File: config.mk
export PLATFORM = sky130hd
export DESIGN_NAME = thermal_block_baseline_qualifier_top
export DESIGN_NICKNAME = d
export VERILOG_FILES = /design/src/sv/tbbq_pkg.sv /design/src/sv/tbbq_rank.sv /design/src/sv/thermal_block_baseline_qualifier_top.sv
export SDC_FILE = /design/constraint.sdc
export NUM_CORES = 2
export LEC_CHECK = 0
export BUFFER_PORTS_ARGS = -buffer_cell sky130_fd_sc_hd__buf_2
export CAP_MARGIN = 15
export CORE_MARGIN = 1
export CORE_UTILIZATION = 64
export DETAILED_ROUTE_END_ITERATION = 8
export PLACE_DENSITY = 0.82
export SKIP_LAST_GASP = 1
export SYNTH_ARGS = -nofsm -noshare
export SYNTH_HDL_FRONTEND = slang
export SYNTH_SLANG_ARGS = --single-unit
File: constraint.sdc
create_clock -name clk_i -period 12.3 [get_ports clk_i]
set_clock_uncertainty 0.2 [all_clocks]
set_input_delay 0.615 -clock clk_i [delete_from_list [all_inputs] [get_ports clk_i]]
set_output_delay 0.615 -clock clk_i [all_outputs]
set_load 0.005 [all_outputs]
File: src/sv/tbbq_pkg.sv
// Package with types, constants and helper functions of the thermal block baseline qualifier.
package tbbq_pkg;

  localparam int BaselineBlocks = 30;
  localparam int BlIdxW = $clog2(BaselineBlocks);
  localparam int BlCntW = $clog2(BaselineBlocks + 1);

  typedef enum logic [2:0] {
    ST_UNAVAIL  = 3'd0,
    ST_COLD     = 3'd1,
    ST_UNSTABLE = 3'd2,
    ST_BUILDING = 3'd3,
    ST_READY    = 3'd4,
    ST_DEVIATE  = 3'd5
  } status_e;

  typedef enum logic [0:0] {
    REG_WARM_DELTA_MIN = 1'd0,
    REG_MAX_BLOCK_STD  = 1'd1
  } reg_idx_e;

  typedef enum logic [3:0] {
    FSM_IDLE,
    FSM_SUM,
    FSM_MEAN,
    FSM_SQ,
    FSM_ACC,
    FSM_LIM,
    FSM_DECIDE,
    FSM_SEL_RD,
    FSM_SEL_CMP,
    FSM_SEL_NEXT,
    FSM_MED,
    FSM_OUT
  } fsm_e;

  function automatic logic signed [16:0] sat17(input logic signed [18:0] v);
    if (v > 19'sd65535) begin
      return 17'sd65535;
    end else if (v < -19'sd65536) begin
      return -17'sd65536;
    end
    return v[16:0];
  endfunction

endpackage

File: src/sv/tbbq_rank.sv
// Rank counter that counts the baseline entries below a candidate with one comparator.
module tbbq_rank
  import tbbq_pkg::*;
(
  input  logic                     clk_i,
  input  logic                     rst_ni,
  input  logic                     clr_i,
  input  logic                     cmp_en_i,
  input  logic signed [16:0]       cand_i,
  input  logic signed [16:0]       other_i,
  input  logic [BlIdxW-1:0]        cand_idx_i,
  input  logic [BlIdxW-1:0]        other_idx_i,
  output logic [BlCntW-1:0]        rank_o
);

  logic [BlCntW-1:0] rank_q, rank_d;
  logic              below;

  // Ties are broken by index so that every entry gets a distinct rank.
  assign below = (other_i < cand_i) || ((other_i == cand_i) && (other_idx_i < cand_idx_i));

  always_comb begin
    rank_d = rank_q;
    if (clr_i) begin
      rank_d = '0;
    end else if (cmp_en_i && below) begin
      rank_d = rank_q + 1'b1;
    end
  end

  always_ff @(posedge clk_i or negedge rst_ni) begin
    if (!rst_ni) begin
      rank_q <= '0;
    end else begin
      rank_q <= rank_d;
    end
  end

  assign rank_o = rank_q;

endmodule

File: src/sv/thermal_block_baseline_qualifier_top.sv
// Top level of the thermal block baseline qualifier.
// Input words carry one temperature sample with its connect and accept flags.
// Words that are not accepted or repeat the last sample number give no result.
// Every fourth new sample closes a block, and the block gives one output word;
// a word with connected low gives one status 0 output word at once.
// A word that does not close a block and gives no output word raises no stall, and the next word may follow at once.
// A closing word raises in_stall_o and passes through the sum, mean, square, accumulate,
// limit and decide states before its output word is valid.
// The thirtieth stable block also runs the median search: every one of the 30
// entries is ranked against all 30 over the single comparator.
// The output word waits in a register while out_stall_i is high.
// No new word is taken until the output word has been delivered.
// Reset clears the counters, the block fill and the baseline; the
// registers return to 200 and 20.
module thermal_block_baseline_qualifier_top
  import tbbq_pkg::*;
(
  input  logic                clk_i,
  input  logic                rst_ni,
  input  logic                in_valid_i,
  output logic                in_stall_o,
  input  logic                connected_i,
  input  logic                accepted_i,
  input  logic [15:0]         sample_count_i,
  input  logic signed [16:0]  object_temp_i,
  input  logic signed [14:0]  ambient_temp_i,
  output logic                out_valid_o,
  input  logic                out_stall_i,
  output logic [2:0]          status_o,
  output logic signed [16:0]  object_mean_o,
  output logic signed [14:0]  ambient_mean_o,
  output logic signed [16:0]  target_delta_o,
  output logic                warm_ok_o,
  output logic                stable_ok_o,
  output logic signed [16:0]  deviation_o,
  output logic signed [16:0]  baseline_value_o,
  output logic [4:0]          baseline_blocks_o,
  output logic [15:0]         target_losses_o,
  output logic [15:0]         unstable_blocks_o,
  output logic [15:0]         evaluated_blocks_o,
  input  logic                cfg_we_i,
  input  logic [0:0]          cfg_idx_i,
  input  logic [13:0]         cfg_data_i
);

  fsm_e state_q, state_d;

  logic [13:0] warm_min_q;
  logic [9:0]  max_std_q;

  logic signed [16:0] obj_mem [4];
  logic signed [16:0] bl_mem [BaselineBlocks];
  logic signed [16:0] bl_rd_q;
  logic signed [16:0] cand_q;

  logic signed [17:0] amb_sum_q;
  logic [1:0]         fill_q;
  logic [15:0]        last_num_q;
  logic [BlCntW-1:0]  bl_fill_q;
  logic               bl_ready_q;
  logic signed [16:0] median_q;
  logic [15:0]        loss_q, unst_q, eval_q;

  logic signed [18:0] osum_q;
  logic [1:0]         k_q;
  logic signed [20:0] diff_q;
  logic [41:0]        spread_q;
  logic [41:0]        lim_q;
  logic signed [16:0] omean_q;
  logic signed [14:0] amean_q;
  logic [BlIdxW-1:0]  ci_q, oi_q;
  logic signed [16:0] lo_val_q;

  logic               in_acc;
  logic               rank_clr, rank_cmp;
  logic [BlCntW-1:0]  rank;
  logic               ovalid_q;

  localparam logic [BlCntW-1:0] RankLo = BlCntW'((BaselineBlocks - 1) / 2);
  localparam logic [BlCntW-1:0] RankHi = BlCntW'(BaselineBlocks / 2);
  localparam logic [BlIdxW-1:0] LastIdx = BlIdxW'(BaselineBlocks - 1);

  assign in_acc = in_valid_i && !in_stall_o;
  assign in_stall_o = (state_q != FSM_IDLE) || ovalid_q;

  logic signed [18:0] tdelta;
  logic               warm, stable;
  assign tdelta = 19'(omean_q) - 19'(amean_q);
  assign warm   = tdelta >= $signed({5'd0, warm_min_q});
  assign stable = spread_q <= lim_q;

  logic closes;
  assign closes = connected_i && accepted_i && (sample_count_i != last_num_q) &&
                  (fill_q == 2'd3);

  always_comb begin
    state_d = state_q;
    case (state_q)
      FSM_IDLE:     if (in_acc && closes) state_d = FSM_SUM;
      FSM_SUM:      if (k_q == 2'd3) state_d = FSM_MEAN;
      FSM_MEAN:     state_d = FSM_SQ;
      FSM_SQ:       state_d = FSM_ACC;
      FSM_ACC:      state_d = (k_q == 2'd3) ? FSM_LIM : FSM_SQ;
      FSM_LIM:      state_d = FSM_DECIDE;
      FSM_DECIDE: begin
        if (warm && stable && !bl_ready_q && (bl_fill_q == BlCntW'(BaselineBlocks - 1))) begin
          state_d = FSM_SEL_RD;
        end else begin
          state_d = FSM_IDLE;
        end
      end
      FSM_SEL_RD:   state_d = FSM_SEL_CMP;
      FSM_SEL_CMP:  state_d = (oi_q == LastIdx) ? FSM_SEL_NEXT : FSM_SEL_CMP;
      FSM_SEL_NEXT: state_d = (ci_q == LastIdx) ? FSM_MED : FSM_SEL_RD;
      FSM_MED:      state_d = FSM_IDLE;
      default:      state_d = FSM_IDLE;
    endcase
  end

  assign rank_clr = (state_q == FSM_SEL_RD);
  assign rank_cmp = (state_q == FSM_SEL_CMP);

  tbbq_rank u_rank (
    .clk_i       (clk_i),
    .rst_ni      (rst_ni),
    .clr_i       (rank_clr),
    .cmp_en_i    (rank_cmp),
    .cand_i      (cand_q),
    .other_i     (bl_rd_q),
    .cand_idx_i  (ci_q),
    .other_idx_i (oi_q),
    .rank_o      (rank)
  );

  // Registered memory read: one entry a cycle for the rank search.
  logic [BlIdxW-1:0] rd_addr;
  always_comb begin
    rd_addr = ci_q;
    if (state_q == FSM_SEL_CMP) begin
      rd_addr = (oi_q == LastIdx) ? oi_q : oi_q + 1'b1;
    end else if (state_q == FSM_SEL_RD) begin
      rd_addr = '0;
    end
  end

  logic bl_we;
  assign bl_we = (state_q == FSM_DECIDE) && warm && stable && !bl_ready_q &&
                 (bl_fill_q < BlCntW'(BaselineBlocks));

  always_ff @(posedge clk_i) begin
    if (bl_we) begin
      bl_mem[bl_fill_q[BlIdxW-1:0]] <= omean_q;
    end
    bl_rd_q <= bl_mem[rd_addr];
  end

  always_ff @(posedge clk_i) begin
    if (in_acc && connected_i && accepted_i && (sample_count_i != last_num_q)) begin
      obj_mem[fill_q] <= object_temp_i;
    end
  end

  logic signed [20:0] sq_in;
  logic [19:0]        sq_abs;
  logic [39:0]        sq_prod;
  assign sq_in   = 21'(obj_mem[k_q]) * 21'sd4 - 21'(osum_q);
  assign sq_abs  = diff_q[20] ? 20'(-diff_q) : 20'(diff_q);
  assign sq_prod = sq_abs * sq_abs;

  always_ff @(posedge clk_i) begin
    case (state_q)
      FSM_SUM: osum_q <= (k_q == 2'd0) ? 19'(obj_mem[0]) : osum_q + 19'(obj_mem[k_q]);
      FSM_SQ:  diff_q <= sq_in;
      default: ;
    endcase
    if (state_q == FSM_MEAN) begin
      omean_q <= 17'(osum_q >>> 2);
      amean_q <= 15'(amb_sum_q >>> 2);
    end
    if (state_q == FSM_MEAN) begin
      spread_q <= '0;
    end else if (state_q == FSM_ACC) begin
      spread_q <= spread_q + 42'(sq_prod);
    end
    if (state_q == FSM_LIM) begin
      lim_q <= 42'({max_std_q, 6'd0}) * 42'(max_std_q);
    end
    if (state_q == FSM_SEL_RD) begin
      cand_q <= bl_mem[ci_q];
    end
  end

  always_ff @(posedge clk_i or negedge rst_ni) begin
    if (!rst_ni) begin
      k_q <= '0;
      ci_q <= '0;
      oi_q <= '0;
    end else begin
      if (state_q == FSM_IDLE || state_q == FSM_MEAN) begin
        k_q <= '0;
      end else if (state_q == FSM_SUM || state_q == FSM_ACC) begin
        k_q <= k_q + 1'b1;
      end
      if (state_q == FSM_DECIDE) begin
        ci_q <= '0;
      end else if (state_q == FSM_SEL_NEXT && ci_q != LastIdx) begin
        ci_q <= ci_q + 1'b1;
      end
      if (state_q == FSM_SEL_RD) begin
        oi_q <= '0;
      end else if (state_q == FSM_SEL_CMP && oi_q != LastIdx) begin
        oi_q <= oi_q + 1'b1;
      end
    end
  end

  always_ff @(posedge clk_i) begin
    if (state_q == FSM_SEL_NEXT && rank == RankLo) begin
      lo_val_q <= cand_q;
    end
  end

  logic signed [16:0] hi_val_q;
  always_ff @(posedge clk_i) begin
    if (state_q == FSM_SEL_NEXT && rank == RankHi) begin
      hi_val_q <= cand_q;
    end
  end

  logic signed [17:0] med_sum;
  assign med_sum = 18'(lo_val_q) + 18'(hi_val_q);

  always_ff @(posedge clk_i or negedge rst_ni) begin
    if (!rst_ni) begin
      state_q    <= FSM_IDLE;
      warm_min_q <= 14'd200;
      max_std_q  <= 10'd20;
      amb_sum_q  <= '0;
      fill_q     <= '0;
      last_num_q <= '0;
      bl_fill_q  <= '0;
      bl_ready_q <= 1'b0;
      median_q   <= '0;
      loss_q     <= '0;
      unst_q     <= '0;
      eval_q     <= '0;
      ovalid_q   <= 1'b0;
      status_o   <= '0;
      object_mean_o <= '0;
      ambient_mean_o <= '0;
      target_delta_o <= '0;
      warm_ok_o <= 1'b0;
      stable_ok_o <= 1'b0;
      deviation_o <= '0;
    end else begin
      state_q <= state_d;
      if (cfg_we_i) begin
        case (cfg_idx_i)
          REG_WARM_DELTA_MIN: warm_min_q <= cfg_data_i;
          REG_MAX_BLOCK_STD:  max_std_q <= cfg_data_i[9:0];
          default: ;
        endcase
      end
      if (ovalid_q && !out_stall_i) begin
        ovalid_q <= 1'b0;
      end
      if (in_acc) begin
        if (!connected_i) begin
          fill_q <= '0;
          amb_sum_q <= '0;
          bl_fill_q <= '0;
          bl_ready_q <= 1'b0;
          median_q <= '0;
          ovalid_q <= 1'b1;
          status_o <= ST_UNAVAIL;
          object_mean_o <= '0;
          ambient_mean_o <= '0;
          target_delta_o <= '0;
          warm_ok_o <= 1'b0;
          stable_ok_o <= 1'b0;
          deviation_o <= '0;
        end else if (accepted_i && sample_count_i != last_num_q) begin
          last_num_q <= sample_count_i;
          amb_sum_q <= ((fill_q == 2'd0) ? 18'sd0 : amb_sum_q) + 18'(ambient_temp_i);
          fill_q <= fill_q + 1'b1;
        end
      end
      if (state_q == FSM_DECIDE) begin
        object_mean_o <= omean_q;
        ambient_mean_o <= amean_q;
        target_delta_o <= sat17(tdelta);
        warm_ok_o <= warm;
        stable_ok_o <= stable;
        if (!warm) begin
          loss_q <= (loss_q == 16'hFFFF) ? loss_q : loss_q + 1'b1;
          bl_fill_q <= '0;
          bl_ready_q <= 1'b0;
          median_q <= '0;
          status_o <= ST_COLD;
          deviation_o <= '0;
          ovalid_q <= 1'b1;
        end else if (!stable) begin
          unst_q <= (unst_q == 16'hFFFF) ? unst_q : unst_q + 1'b1;
          status_o <= ST_UNSTABLE;
          deviation_o <= '0;
          ovalid_q <= 1'b1;
        end else if (!bl_ready_q) begin
          status_o <= ST_BUILDING;
          deviation_o <= '0;
          if (bl_fill_q < BlCntW'(BaselineBlocks)) begin
            bl_fill_q <= bl_fill_q + 1'b1;
          end
          if (bl_fill_q != BlCntW'(BaselineBlocks - 1)) begin
            ovalid_q <= 1'b1;
          end
        end else begin
          eval_q <= (eval_q == 16'hFFFF) ? eval_q : eval_q + 1'b1;
          deviation_o <= sat17(19'(omean_q) - 19'(median_q));
          status_o <= ST_DEVIATE;
          ovalid_q <= 1'b1;
        end
      end
      if (state_q == FSM_MED) begin
        median_q <= 17'(med_sum >>> 1);
        bl_ready_q <= 1'b1;
        status_o <= ST_READY;
        ovalid_q <= 1'b1;
      end
    end
  end

  assign out_valid_o        = ovalid_q;
  assign baseline_value_o   = bl_ready_q ? median_q : 17'sd0;
  assign baseline_blocks_o  = 5'(bl_fill_q);
  assign target_losses_o    = loss_q;
  assign unstable_blocks_o  = unst_q;
  assign evaluated_blocks_o = eval_q;

`ifndef SYNTH
  a_busy_stall: assert property (@(posedge clk_i) disable iff (!rst_ni)
    (state_q != FSM_IDLE) |-> in_stall_o) else $error("busy without stall");
  a_out_hold: assert property (@(posedge clk_i) disable iff (!rst_ni)
    (out_valid_o && out_stall_i) |=> (out_valid_o && $stable(status_o)))
    else $error("output word dropped");
  a_fill_max: assert property (@(posedge clk_i) disable iff (!rst_ni)
    bl_fill_q <= BlCntW'(BaselineBlocks)) else $error("baseline overfill");
  a_ready_full: assert property (@(posedge clk_i) disable iff (!rst_ni)
    bl_ready_q |-> (bl_fill_q == BlCntW'(BaselineBlocks))) else $error("ready not full");
`endif

endmodule
# Yosys cells after proc, flatten, opt, wreduce, memory -nomap -nowiden
# Memory sizes are Yosys's and may differ from the RTL's. A register that Yosys moved wholly into a read port is not among the register bits.
# Cells that the tools add are included.
# Widths: inputs -> output; s select.
# word_totals
mem_bits_rw,578
wordCells,241
in_bits,70
output_inout_bits,143
ff_bits,391
n_memories,2
# memory_table
memory,words,width,rd,rd_ports_with_merged_regs,write_ports,line,text
bl_mem,30,17,2,2,1,thermal_block_baseline_qualifier_top.sv:52,logic signed [16:0] bl_mem [BaselineBlocks];
obj_mem,4,17,2,0,1,thermal_block_baseline_qualifier_top.sv:51,logic signed [16:0] obj_mem [4];
# classes
bitwise_logic,6
n_addsub,17
n_mux,93
n_eq_ne,30
reduce_logical,50
n_lt_le_gt_ge,9
mul,2
# ops
operator,count
$mux 17,20
$mux 5,16
$mux 18,3
$add 16x1->16 const B,3
$eq 16x16->1 const B,3
$mux 15,3
$add 42x40->42,1
$le 42x26->1,1
$mul 20x20->40,1
$pmux 4 s10,1
$gt 18x17->1 const B,2
$lt 18x17->1 const B,2
$mux 1,32
$mux 3,9
$logic_and 1x1->1,23
$add 5x1->5 const B,4
$mul 10x10->20,1
$mux 20,1
$neg 20->20,1
$sub 19x19->20,1
$add 19x17->19,1
$mux 19,1
$add 17x17->18,1
$add 18x15->18,1
34 further kinds,75

# Longest topological paths before layout
# logic_depth
ltp_word,13
ltp_mapped,36
depth_no_buf,33

# By module
# From an unflattened synthesis, not the netlist that was laid out.
# hier_totals
hier_cells,5751
hier_area_um2,64265.4
# by_module_without_submodules
module,cells_per_inst,area_per_inst_um2,seq_area_each_um2,n_inst
thermal_block_baseline_qualifier_top,5647,63372.0,28233.3,1
tbbq_rank,104,893.4,125.1,1

# Least setup slack after synthesis
# No wires, ideal clock.
# synth_timing
kind,flip-flop to flip-flop
start,reg diff_q[0]
end,reg spread_q[41]
required_time_ns,12.026
setup_time_ns,0.074
synth_period_minus_slack_ns,9.150
path_stages_with_launch,33
path_buffers,2
setup_slack_ns,3.150
t_arrival_ns,8.876
path_cell_list,edfxtp_1 > clkinv_1 > clkbuf_1 > ha_1 > nand2b_1 > or4b_1 > or3_1 > o21ai_0 > xor2_1 > inv_1 > clkbuf_1 > nand2_1 > inv_1 > fa_1 > inv_1 > fa_1 > fa_1 > inv_1 > fa_1 > fa_1 > fa_1 > fa_1 > ha_1 > a21oi_1 > o21ai_0 > nor3_1 > o311ai_0 > nand3_1 > o21ai_0 > a21oi_1 > mux2i_1 > or4b_2 > o21ai_0
# synth_via
elab_chain_cells,4
# synth_rtl
element,line,text
from (decl),thermal_block_baseline_qualifier_top.sv:66,logic signed [20:0] diff_q;
from (signal assigned),thermal_block_baseline_qualifier_top.sv:173,FSM_SQ: diff_q <= sq_in;
$neg 20->20,thermal_block_baseline_qualifier_top.sv:167,assign sq_abs = diff_q[20] ? 20'(-diff_q) : 20'(diff_q);
$mux 20 *,thermal_block_baseline_qualifier_top.sv:167,
$mul 20x20->40 *,thermal_block_baseline_qualifier_top.sv:168,assign sq_prod = sq_abs * sq_abs;
$add 42x40->42 *,thermal_block_baseline_qualifier_top.sv:183,spread_q <= spread_q + 42'(sq_prod);
to (signal assigned),thermal_block_baseline_qualifier_top.sv:183,
to (decl),thermal_block_baseline_qualifier_top.sv:67,logic [41:0] spread_q;
# Mark *: on every way between the ends. The rest lies on a longest branch, timed or not.
# A chain may end at the register's enable or synchronous reset.

# Worst setup path in the final report
# Ends and elaborated chain as after synthesis.

==> key figures <==
STA
  – RSZ-0062 raised after global routing: false
  – Final Max Tran Viols: 0
  – Final hold vios: 0
  – Tcrit/Tclk final: 86.0%
  – TNS Setup: 0 ns
  – WHS: 0.0148 ns
  – Minimum clock period: 10.58 ns
  – Max-slew headroom: 22.5%
  – Highest Clock Rate: 94.6 MHz
  – Worst-Margin Slew: 1.16 ns
  – Final setup fails: 0

Yosys
  – Post-synth top area cell: edfxtp_1
  – Yosys cell types: 88
  – Mapped Area: 64200 um2
  – Main synth FF type: edfxtp_1
  – Flops & latches, synth: 1001
  – Synth top cells by count: edfxtp_1 (719), nand2_1 (719), inv_1 (626), ha_1 (371), fa_1 (370)
  – Ys Warns: 0
  – Top-area cell type share of the netlist area: 33.6%
  – Post-synth ARST share: 22.3%
  – Post-synth EDFFs: 719
  – Synth area leaders: edfxtp_1 (34%), fa_1 (12%), dfrtp_1 (8.5%), ha_1 (7.2%), mux4_2 (6.0%)
  – Part of the Yosys area used for sequential elements: 44.2%
  – Cells after Synth: 5670
  – Average cell area after synthesis: 11.3 um2

Setup path
  – R2R cell count: 30
  – Req. time, crit path: 12.71 ns
  – CP endpoint kind: flop
  – Worst reg2reg setup slack: 1.72 ns
  – CP arrival: 10.99 ns
  – Crit start category: flop
  – R2R Path End: spread_q[41]
  – CP Class: reg2reg
  – Slowest stage cell, crit path: xor2_1
  – Critical path's largest stage delay: 0.66 ns
  – Critical Path Most Common Cell: fa_1
  – R2R Path Start: diff_q[0]
  – Crit path max fanout: 17

Clock tree
  – CTS Hold Bufs: 47
  – Clk pin slew, worst setup/hold paths: 0.07 ns
  – Clock buffer depth: 3
  – Post_cts resized: 0
  – CTS buffer count: 100
  – CTS tree: yes
  – Later-pin clock latency in the skew report: 0.71 ns
  – H-tree depth: 3
  – CTS sink count: 1001
  – Post-CTS setup buffers: 0
  – Root Buffer Master: clkbuf_16

Place
  – GPL Wtd Cong: 0.969
  – DPL Wire Length: 118000 um
  – Quantity of I/O buffers inserted on ports: 212

Power
  – Sequential share of power: 41.2%
  – Worst vdd ir: 0.000203 V
  – Pwr/cell area: 130 nW/um2
  – Leakage Power: 0.0298 uW
  – Sw Ratio: 29.4%
  – Comb power frac: 24.0%
  – NetSw: 2700 uW
  – Clk pwr share: 34.8%
  – P_int: 6490 uW

Finish
  – Nets: 6702
  – Area delta synth->final: 10.3%
  – FILL cells: 6578
  – Share of cells above drive strength 1: 13.3%

Routing
  – Post-DRT Antenna Nets: 0
  – DRT Pass-1 Iters: 8
  – DRT iter0 DRCs: 5229
  – WL final: 170000 um
  – Routed len/inst: 23.4 um
  – Post-route DRC: 0
  – Via count: 45915
  – Vias per std cell: 6.31

Run status
  – Outcome: finished, final reports clean

Hold path
  – Hold Path Class: in2reg
  – HP Start: cfg_data_i[9]
  – Hold path cells: 2
  – Hold Path End: max_std_q[9]

Floorplan
  – Num ports: 213
  – Starting Density: 64.9%
  – Core area: 98900 um2
  – Die area: 102000 um2
  – Die Span Y: 319 um
  – Die width: 319 um
  – Rows: 115

Global route
  – GR Overflow Total: 0
  – Vias in the first global route: 47305
  – Initial antenna violation count: 4
  – Global-route wire length before repair: 265000 um
  – Pin count of the biggest net entering global routing: 103
  – Gr usage total: 33.9%

Job
  – Max-cap violation count: 0
## area by class of cell
cell class,instances,area [um2],share of cell area (%)
timing repair buffer,363,2320,3.28
clock inverter,60,697,0.984
multi-input combinational,3787,32700,46.2
sequential,1001,28400,40.1
clock buffer,130,2730,3.85
inverter,638,2390,3.38
tap,1287,1610,2.27
antenna,5,12.5,0.0177
## state kept, by name, indices dropped and copies added, names as in the netlist, 19 cells and up
name and count:
bl_mem 510, diff_q 20, lim_q 19, obj_mem 68, osum_q 19, spread_q 42
## power by group through the flow
stage / logic (uW) / clock network (uW) / registers, uW
floorplan: 1590 / 0 / 3830
global placement: 2010 / 0 / 3850
detailed placement: 2110 / 0 / 3860
CTS: 2180 / 3200 / 3790
global route: 2440 / 3320 / 3790
finish: 2200 / 3200 / 3790
## worst max-delay path by stage
stage | startpoint | end | cells past startpoint
detailed placement | diff_q[0] | spread_q[41] | 30
floorplan | diff_q[0] | spread_q[41] | 32
finish | diff_q[0] | spread_q[41] | 30
global placement | diff_q[0] | spread_q[41] | 30
CTS | diff_q[0] | spread_q[41] | 30
global route | diff_q[0] | spread_q[41] | 30
## layout by cell type (no fill, tap or decap), types with 170 or more instances in the layout
cell type and instances:
a211oi_1 197, a21oi_1 201, buf_2 211, dfrtp_1 216
edfxtp_1 719, fa_1 370, ha_1 371, inv_1 626
mux4_2 170, nand2_1 718, nor2_1 288, o21ai_0 172
## metrics by stage
stage | worst slack (ns) | instance area [um2] | power, uW | utilization [%] | cells
final | 1.72 | 70800 | 9190 | 71.6 | 7271
after global routing | 1.17 | 70800 | 9550 | 71.6 | 7268
after CTS | 1.84 | 70800 | 9160 | 71.6 | 7265
after detailed placement | 1.84 | 66900 | 5970 | 67.7 | 7028
after global placement | 2.14 | 66900 | 5870 | 67.7 | 7028
after floorplan | 3.15 | 64300 | 5420 | - | 5684
## kinds of logic after synthesis
group	synth area share, %
and+or+nand+nor	11.3
AOI/OAI and AO/OA	10.6
DFF	44.2
buffers and inverters	5.30
adders and majority gates	18.8
muxes	6.95
xor gates and xnor gates	2.97
other	0.0117
## metal layers
| layer | routed length [um] | vias to the layer above | global-route usage (%) |
|---|---|---|---|
| met3 | 18100 | 472 | 6.62 |
| met5 | 0 | - | 0 |
| met4 | 8160 | 0 | 15.7 |
| li1 | - | 20417 | - |
| met1 | 63200 | 22558 | 44.2 |
| met2 | 80800 | 2468 | 55.2 |
## critical path: cells and delay by family, from the launching register on
kind	cells	cell delay (ns)
fa+ha+maj	9	4.09
simple gates	7	2.38
compound gates	7	1.51
mux	1	0.11
buf+inv	5	1.09
flops	1	0.45
xor+xnor	1	0.66
(Power assumes the default switching activity.)
